**src/rtl/byte_keyed_table_search_unit_macros.svh**
```systemverilog
// assertion macros for the byte keyed table search unit
// each macro samples on clk and is disabled while rst_n is low
`ifndef BYTE_KEYED_TABLE_SEARCH_UNIT_MACROS_SVH
`define BYTE_KEYED_TABLE_SEARCH_UNIT_MACROS_SVH
`ifndef SYNTH
// condition in this cycle implies consequence in this cycle
`define BKTS_ASSERT_NOW(lbl, cond, cons) \
  lbl: assert property (@(posedge clk) disable iff (!rst_n) (cond) |-> (cons)) \
    else $error("bkts assertion failed");
// condition in this cycle implies consequence in the next cycle
`define BKTS_ASSERT_NEXT(lbl, cond, cons) \
  lbl: assert property (@(posedge clk) disable iff (!rst_n) (cond) |=> (cons)) \
    else $error("bkts assertion failed");
`else
`define BKTS_ASSERT_NOW(lbl, cond, cons)
`define BKTS_ASSERT_NEXT(lbl, cond, cons)
`endif
`endif

```
**src/rtl/bkts_pkg.sv**
```systemverilog
`timescale 1ns / 1ps
package bkts_pkg;

  // layout register code for zero-terminated 8-byte entries
  localparam logic [7:0] LAYOUT_TERM  = 8'hff;
  // layout register code for an empty table
  localparam logic [7:0] LAYOUT_EMPTY = 8'h00;

  // operation codes of an input beat
  localparam logic OP_WRITE  = 1'b0;
  localparam logic OP_LOOKUP = 1'b1;

  // value word fetch: four byte reads, last capture at count four
  localparam logic [2:0] VAL_LAST = 3'd4;

  typedef struct packed {
    logic        operation;
    logic [10:0] address;
    logic [7:0]  write_byte;
    logic [7:0]  key;
  } bkts_in_t;

  typedef struct packed {
    logic        found;
    logic [31:0] value;
  } bkts_out_t;

  typedef enum logic [2:0] {
    ST_IDLE = 3'b001,
    ST_SCAN = 3'b010,
    ST_VAL  = 3'b100
  } bkts_state_t;

endpackage

```
**src/rtl/bkts_walk.sv**
```systemverilog
`timescale 1ns / 1ps
module bkts_walk
  import bkts_pkg::*;
#(
  parameter int TABLE_BYTES = 2048,
  parameter int AW          = 11
) (
  input  logic          clk,
  input  logic          rst_n,
  input  logic          go,
  input  logic [7:0]    key,
  input  logic [7:0]    layout,
  output logic          busy,
  output logic          rd_en,
  output logic [AW-1:0] rd_addr,
  input  logic [7:0]    rd_data,
  output logic          res_valid,
  output bkts_out_t     res
);

  // entry index must reach one past the last whole 8-byte entry
  localparam int MAX_ENT = TABLE_BYTES / 8;
  localparam int EW      = $clog2(MAX_ENT + 1);
  localparam int XW      = EW + 3;

  bkts_state_t     state_r, state_nxt;
  logic [EW-1:0]   idx_r, idx_nxt;
  logic [7:0]      key_r, key_nxt;
  logic [AW-1:0]   vbase_r, vbase_nxt;
  logic [2:0]      bcnt_r, bcnt_nxt;
  logic [31:0]     val_r, val_nxt;
  logic            res_valid_r, res_valid_nxt;
  bkts_out_t       res_r, res_nxt;

  logic            term;
  logic [EW-1:0]   rd_idx;
  logic [EW-1:0]   cur_idx;
  logic [XW-1:0]   key_xaddr;
  logic [XW-1:0]   val_xaddr;
  logic            key_in_range;
  logic            hit;
  logic            stop_miss;
  logic [31:0]     val_shift;

  assign term = (layout == LAYOUT_TERM);

  // key byte address of the entry being issued
  assign rd_idx    = (state_r == ST_IDLE) ? '0 : idx_r;
  assign key_xaddr = term ? {rd_idx, 3'b000}
                          : XW'({layout, 2'b00}) + XW'(rd_idx);
  assign key_in_range = (key_xaddr < XW'(TABLE_BYTES));

  // entry whose key byte is on rd_data during the scan
  assign cur_idx   = idx_r - EW'(1);
  assign val_xaddr = term ? XW'({cur_idx, 3'b100}) : XW'({cur_idx, 2'b00});

  // key compare: a zero key ends the terminated layout and never matches
  assign hit = term ? ((rd_data != 8'h00) && (rd_data == key_r)) : (rd_data == key_r);
  assign stop_miss = term ? ((rd_data == 8'h00) || (idx_r >= EW'(MAX_ENT)))
                          : (idx_r == EW'(layout));

  assign val_shift = {rd_data, val_r[31:8]};

  // memory read request
  always_comb begin
    rd_en   = 1'b0;
    rd_addr = AW'(key_xaddr);
    unique case (state_r)
      ST_IDLE: rd_en = go && (layout != LAYOUT_EMPTY);
      ST_SCAN: rd_en = key_in_range;
      ST_VAL: begin
        rd_en   = (bcnt_r != VAL_LAST);
        rd_addr = vbase_r + AW'(bcnt_r[1:0]);
      end
      default: rd_en = 1'b0;
    endcase
  end

  // walk sequencer
  always_comb begin
    state_nxt     = state_r;
    idx_nxt       = idx_r;
    key_nxt       = key_r;
    vbase_nxt     = vbase_r;
    bcnt_nxt      = bcnt_r;
    val_nxt       = val_r;
    res_valid_nxt = 1'b0;
    res_nxt       = res_r;
    unique case (state_r)
      ST_IDLE: begin
        if (go) begin
          key_nxt = key;
          if (layout == LAYOUT_EMPTY) begin
            res_valid_nxt = 1'b1;
            res_nxt       = '{found: 1'b0, value: 32'h0};
          end else begin
            idx_nxt   = EW'(1);
            state_nxt = ST_SCAN;
          end
        end
      end
      ST_SCAN: begin
        if (hit) begin
          vbase_nxt = AW'(val_xaddr);
          bcnt_nxt  = '0;
          state_nxt = ST_VAL;
        end else if (stop_miss) begin
          res_valid_nxt = 1'b1;
          res_nxt       = '{found: 1'b0, value: 32'h0};
          state_nxt     = ST_IDLE;
        end else begin
          idx_nxt = idx_r + EW'(1);
        end
      end
      ST_VAL: begin
        bcnt_nxt = bcnt_r + 3'd1;
        if (bcnt_r != 3'd0) begin
          val_nxt = val_shift;
        end
        if (bcnt_r == VAL_LAST) begin
          res_valid_nxt = 1'b1;
          res_nxt       = '{found: 1'b1, value: val_shift};
          state_nxt     = ST_IDLE;
        end
      end
      default: state_nxt = ST_IDLE;
    endcase
  end

  // control registers
  always_ff @(posedge clk) begin
    if (!rst_n) begin
      state_r     <= ST_IDLE;
      res_valid_r <= 1'b0;
    end else begin
      state_r     <= state_nxt;
      res_valid_r <= res_valid_nxt;
    end
  end

  // payload registers
  always_ff @(posedge clk) begin
    idx_r   <= idx_nxt;
    key_r   <= key_nxt;
    vbase_r <= vbase_nxt;
    bcnt_r  <= bcnt_nxt;
    val_r   <= val_nxt;
    res_r   <= res_nxt;
  end

  assign busy      = (state_r != ST_IDLE);
  assign res_valid = res_valid_r;
  assign res       = res_r;

endmodule

```
**config.mk**
```make
export PLATFORM = sky130hd
export DESIGN_NAME = bkts_walk
export DESIGN_NICKNAME = d
export VERILOG_FILES = /design/src/rtl/byte_keyed_table_search_unit_macros.svh /design/src/rtl/bkts_pkg.sv /design/src/rtl/bkts_walk.sv
export SDC_FILE = /design/constraint.sdc
export NUM_CORES = 1
export LEC_CHECK = 0
export ABC_AREA = 0
export ABC_CLOCK_PERIOD_IN_PS = 5350
export BUFFER_PORTS_ARGS = -buffer_cell sky130_fd_sc_hd__buf_2
export CAP_MARGIN = 20
export CORE_MARGIN = 5
export CORE_UTILIZATION = 30
export CTS_BUF_LIST = sky130_fd_sc_hd__clkbuf_2 sky130_fd_sc_hd__clkbuf_4 sky130_fd_sc_hd__clkbuf_8
export DETAILED_ROUTE_END_ITERATION = 16
export GPL_ROUTABILITY_DRIVEN = 0
export GPL_TIMING_DRIVEN = 0
export HOLD_SLACK_MARGIN = 0.06
export SLEW_MARGIN = 25
export SYNTH_ARGS = -nofsm -noshare
export SYNTH_HDL_FRONTEND = slang
export SYNTH_SLANG_ARGS = --single-unit
```
**constraint.sdc**
```tcl
create_clock -name clk -period 5.35 [get_ports clk]
set_clock_uncertainty 0.1 [all_clocks]
set_input_delay 0.2675 -clock clk [delete_from_list [all_inputs] [get_ports clk]]
set_output_delay 0.2675 -clock clk [all_outputs]
set_load 0.1 [all_outputs]
```
# Yosys cells after proc, flatten, opt, wreduce, memory -nomap -nowiden
# Index checks and enable logic that the tools add are counted.
# W data, S select, Z words.
[word_totals]
regBits = 100
latch_bits = 0
ram_bits = 0
romBits = 0
input_bits = 27
out_inout_bits = 47
mem_count = 0
[classes]
addsub = 5
mul = 0
div = 0
n_lt_le_gt_ge = 2
n_eq_ne = 18
n_shift = 0
n_mux = 32
bitwise_logic = 0
n_reduce_logical = 18
[op_table]
columns = ["cell", "n"]
rows = [
  ["$mux W33", 5],
  ["$pmux W33 S3", 1],
  ["$mux W9", 5],
  ["$mux W11", 2],
  ["$mux W3", 6],
  ["$pmux W9 S2", 1],
  ["$logic_not A8 Y1", 2],
  ["$reduce_bool A8 Y1", 2],
  ["$ne A2 B2 Y1 const B", 7],
  ["$lt A12 B12 Y1 const B", 1],
  ["$mux W12", 1],
  ["$add A10 B9 Y11", 1],
  ["$add A11 B2 Y11", 1],
  ["$add A9 B1 Y9 const B", 1],
  ["$eq A9 B8 Y1", 1],
  ["$ge A9 B9 Y1 const B", 1],
  ["$pmux W3 S3", 1],
  ["$sub A9 B1 Y9 const B", 1],
  ["$eq A8 B8 Y1", 1],
  ["$eq A8 B8 Y1 const B", 1],
  ["$reduce_and A2 Y1", 4],
  ["$mux W1", 7],
  ["$eq A3 B3 Y1 const B", 2],
  ["$ne A3 B3 Y1 const B", 2],
  ["14 further kinds", 18],
]

# Depth between registers and ports, before layout
[logic_depth]
ltp_word = 6
mapped_depth = 13
ltp_nobuf = 12

# Worst setup path before layout
# Ideal clock, no wire load.
[synth_timing]
kind = "register to output"
startpoint = "reg state_r[0]"
endpoint = "out rd_addr[9]"
arrival_time_ns = 5.169
setup_slack_ns = -0.187
path_stages_with_launch = 13
n_path_buf = 1
cell_sequence = "dfxtp_1 > nor3b_1 > inv_1 > clkbuf_1 > nand2_1 > inv_1 > ha_1 > a21o_1 > a21oi_1 > o21ai_0 > a21oi_1 > xor2_1 > o31ai_1"
[synth_via]
elab_chain_len = 5
[synth_rtl]
columns = ["item", "line_no", "rtl"]
rows = [
  ["start, declared", "bkts_walk.sv:26", "bkts_state_t state_r, state_nxt;"],
  ["start signal, assigned", "bkts_walk.sv:136", "state_r <= state_nxt;"],
  ["$eq A3 B1 Y1", "bkts_walk.sv:48", "assign rd_idx = (state_r == ST_IDLE) ? '0 : idx_r;"],
  ["$mux W9", "bkts_walk.sv:48", ""],
  ["$add A10 B9 Y11", "bkts_walk.sv:50", ": XW'({layout, 2'b00}) + XW'(rd_idx);"],
  ["$mux W12", "bkts_walk.sv:49", "assign key_xaddr = term ? {rd_idx, 3'b000}"],
  ["$mux W11 *", "bkts_walk.sv:68", "unique case (state_r)"],
  ["end, declared", "bkts_walk.sv:15", "output logic [AW-1:0] rd_addr,"],
]
# Every way passes the cells marked *; elsewhere a longest branch is shown, timed or not.

# Worst setup path in the final report
[layout_timing]
startpoint = "reg state_r[0]"
endpoint = "out rd_addr[8]"
# The elaborated chain is that of the path after synthesis.

==> flow_summary_export.csv <==
group,metric,value,unit
floorplan,chipHeight,131,um
synthesis,yosys_warnings,0,
sta,hold_viol,0,
sta,setup_tns,0,ps
pwr,power_density,340,mW/mm^2
floorplan,boundaryPins,74,
synthesis,gate_count_post_synth,381,
detailed_routing,drtAntennaViolNets,0,
worst_setup_path,worst_r2r_startpoint,"idx_r[7]$_SDFFCE_PN0P_",
cts,cts_buffer_depth,2,
cells_and_area,areaGrowthSynthToFinish,24.1,%
global_routing,initial_antenna_violation_count,0,
sta,fin_worst_hold_slack,272,ps
job,maxCapViolations,0,
sta,achievable-frequency,235,MHz
worst_setup_path,critPathTopFamily,"compound AO/OA/AOI/OAI gates",
worst_setup_path,kind_of_end_point_of_the_critical_path,"output pin",
cells_and_area,finalCoreUtilization,37.8,%
min_path,min-delay-start,"go",
worst_setup_path,critical_path.slowest_cell,"sky130_fd_sc_hd__buf_2",
synthesis,syn-num-nets,420,
cells_and_area,final_net_count,525,
pwr,power.ir.vdd_worst,0.000130,V
sta,setup_viol,0,
synthesis,yosys-top-cells-area,"sky130_fd_sc_hd__edfxtp_1 58%, sky130_fd_sc_hd__and3_1 5.2%, sky130_fd_sc_hd__xnor2_1 4.4%",
cts,post_cts.repair.setup_buffers,0,
synthesis,synth.yosys.seq_area_share,60.3,%
detailed_routing,wirelength,10900,um
worst_setup_path,timing.setup.critical_path_class,"reg -> out",
floorplan,dieWidth,131,um
cts,h-tree-depth,3,
floorplan,design.core.area,0.0145,mm^2
cts,cts-buffers-inserted,9,
synthesis,synth_top_cell_area_share,58.5,%
cells_and_area,drive_above_1_share,20.6,%
synthesis,netlist-cell-type-count,46,
synthesis,most_common_cell_in_the_synthesized_netlist,"sky130_fd_sc_hd__edfxtp_1",
min_path,worstHoldPathCells,4,
worst_setup_path,timing.critical_path.cells,"nor3b_1 > inv_1 > clkbuf_1 > and2_1 > ha_1 > inv_1 > fa_1 > nor2b_1 > o21a_1 > o21a_1 > o31a_1 > a211o_1 > a21oi_1 > buf_2",
global_routing,grt_use_total,12.3,%
pwr,p_leak,2.11,nW
sta,worst-slew-pin-transition,909,ps
detailed_routing,drt-wirelength-per-cell,16.2,um
global_routing,largest_net_degree_at_the_start_of_global_routing,24,
synthesis,ys_async_sr_fraction,0,%
floorplan,starting_density_of_the_core,30.5,%
synthesis,post_synth.cell_area_avg,11.6,um^2
global_routing,grt_overflow,0,
cells_and_area,antennaDiodeCount,0,
synthesis,synth_top_area_cell,"sky130_fd_sc_hd__edfxtp_1",
detailed_routing,dr.pass1.iters,4,
worst_setup_path,crit_reg_reg_endpoint,"res[1]$_SDFFCE_PN0P_",
placement,dp_hpwl,8010,um
sta,rsz0062_at_grt,"false",
worst_setup_path,critical_path_arrival,3880,ps
min_path,worstHoldEndpoint,"state_r[0]$_SDFFE_PN1P_",
cells_and_area,n_fill_cell,1401,
detailed_routing,vias_per_cell,4.97,
worst_setup_path,reg2regPathDepth,8,
synthesis,ys_ff_latch,90,
worst_setup_path,ff2ff_setup_slack,2390,ps
synthesis,postSynth.topFlopCell,"sky130_fd_sc_hd__edfxtp_1",
sta,maxSlewHeadroom,39.3,%
cts,cts_root_buffer,"sky130_fd_sc_hd__clkbuf_8",
worst_setup_path,critical-path-max-stage-delay,440,ps
sta,layout_worst_path_cycle_share,79.5,%
cts,cts_tree,"built",
synthesis,synth.cells.most_frequent,"86 x sky130_fd_sc_hd__edfxtp_1, 37 x sky130_fd_sc_hd__and3_1, 27 x sky130_fd_sc_hd__nor2_1, 25 x sky130_fd_sc_hd__clkbuf_1",
worst_setup_path,cp-start-kind,"register",
cts,reg_clk_slew_reported_paths,90,ps
synthesis,synth-edff-count,86,
detailed_routing,drt_first_iter_violations,204,
worst_setup_path,critical_path_buf_inv_count,4,
floorplan,placement_rows,44,
sta,slew_violations,0,
detailed_routing,routed_via_count,3353,
floorplan,die_area,0.0172,mm^2
cts,cts-resized-gates,0,
global_routing,grt_first_pass_wirelength,17300,um
sta,min_period,4250,ps
status,status,"finished clean",
worst_setup_path,required,4980,ps
synthesis,syn_area,0.00442,mm^2
worst_setup_path,critical_path_peak_fanout,10,
min_path,worstHoldPathType,"in -> reg",
global_routing,grt_pass1_vias,3295,
cts,clk-insertion-delay-late,360,ps
placement,placement.io_buffers,73,
detailed_routing,drc,0,
cts,cts.sink_count,90,
==> through the flow <==
step           area (um^2)  std cells  power (mW)  worst slack (ps)
2_1_floorplan         4420        381        1.26               360
6_report              5480        675        1.86              1100
5_1_grt               5480        675        1.93               875
3_3_place_gp          5020        638        1.36               456
3_5_place_dp          5090        642        1.37              1500
4_1_cts               5480        675        1.87              1100
==> layer usage <==
metal  up-vias  routed length, um  global-route usage [%]
met5         -                  0                       0
met4         0                261                    5.43
met3        18                444                    2.41
met2        90               5290                    19.9
met1      1627               4910                    16.0
li1       1618                  -                       -
==> registers in the layout, indices dropped and copies added (netlist names) <==
signal and cells:
res 33, val_r 24, idx_r 9, vbase_r 9, key_r 8, bcnt_r 3, state_r 3, res_valid 1
==> final cells by class <==
cell class	instances	area, um^2	area share (%)
buffer	25	93.8	1.71
clock inverter	7	91.3	1.67
sequential	90	2660	48.6
timing repair buffer	94	593	10.8
inverter	12	45.0	0.822
tap	184	230	4.20
clock buffer	9	124	2.26
multi-input combinational	254	1640	29.9
==> cell usage in the layout, fill, tap and decap left out, drive strengths merged, types with 2 or more instances in the layout <==
cell type	n
a31oi	4
o21bai	2
nand2b	3
a211o	2
edfxtp	86
o22ai	4
and2	8
nor3	7
o21a	5
a21oi	21
ha	11
o21ai	19
nand4	7
nor4	6
dlygate4sd3	17
inv	16
nor2b	3
and3	37
a211oi	2
dfxtp	4
nand3	10
or4	3
clkbuf	34
a21o	3
or3	3
or2	3
nor2	28
xnor2	22
nand2	22
buf	77
xor2	6
==> power by group <==
| group | switching [mW] | internal (mW) | total, mW |
|---|---|---|---|
| Clock | 0.268 | 0.230 | 0.497 |
| Sequential | 0.0149 | 0.808 | 0.823 |
| Combinational | 0.429 | 0.111 | 0.541 |
| Total | 0.712 | 1.15 | 1.86 |
==> kinds of logic after synthesis <==
| family | count (synthesis) | share of synthesized area, % |
|---|---|---|
| adder cells (fa/ha/maj) | 12 | 3.57 |
| flip-flops | 90 | 60.3 |
| XOR/XNOR | 28 | 5.55 |
| AND/OR/NAND/NOR | 142 | 17.4 |
| buffers and inverters | 37 | 3.15 |
| AO/OA/AOI/OAI | 71 | 9.78 |
| multiplexers | 1 | 0.227 |
==> worst reg2reg max path, cell delays in order, from the launching register on <==
cell,delay [ps]
sky130_fd_sc_hd__edfxtp_1,330
sky130_fd_sc_hd__clkbuf_1,370
sky130_fd_sc_hd__xnor2_1,180
sky130_fd_sc_hd__nand4_1,110
sky130_fd_sc_hd__nor4_1,470
sky130_fd_sc_hd__nor3_1,160
sky130_fd_sc_hd__nor4_4,490
sky130_fd_sc_hd__buf_4,300
sky130_fd_sc_hd__buf_6,180
==> worst max-delay path by stage <==
stage	end	cells after the start	from	slack [ps]
global placement	res_valid$_SDFF_PN0_	7	idx_r[7]$_SDFFCE_PN0P_	460
CTS	rd_addr[8]	14	state_r[0]$_SDFFE_PN1P_	1100
floorplan	rd_addr[8]	13	state_r[0]$_SDFFE_PN1P_	360
finish	rd_addr[8]	14	state_r[0]$_SDFFE_PN1P_	1100
detailed placement	rd_addr[8]	14	state_r[0]$_SDFFE_PN1P_	1500
global route	rd_addr[8]	14	state_r[0]$_SDFFE_PN1P_	870
==> timing repair <==
item	in CTS	in global routing
hold buffers	17	0
setup endpoints to repair	0	0
endpoints found under the hold margin	17	0
Note: power is estimated with default switching activity, not from simulation.
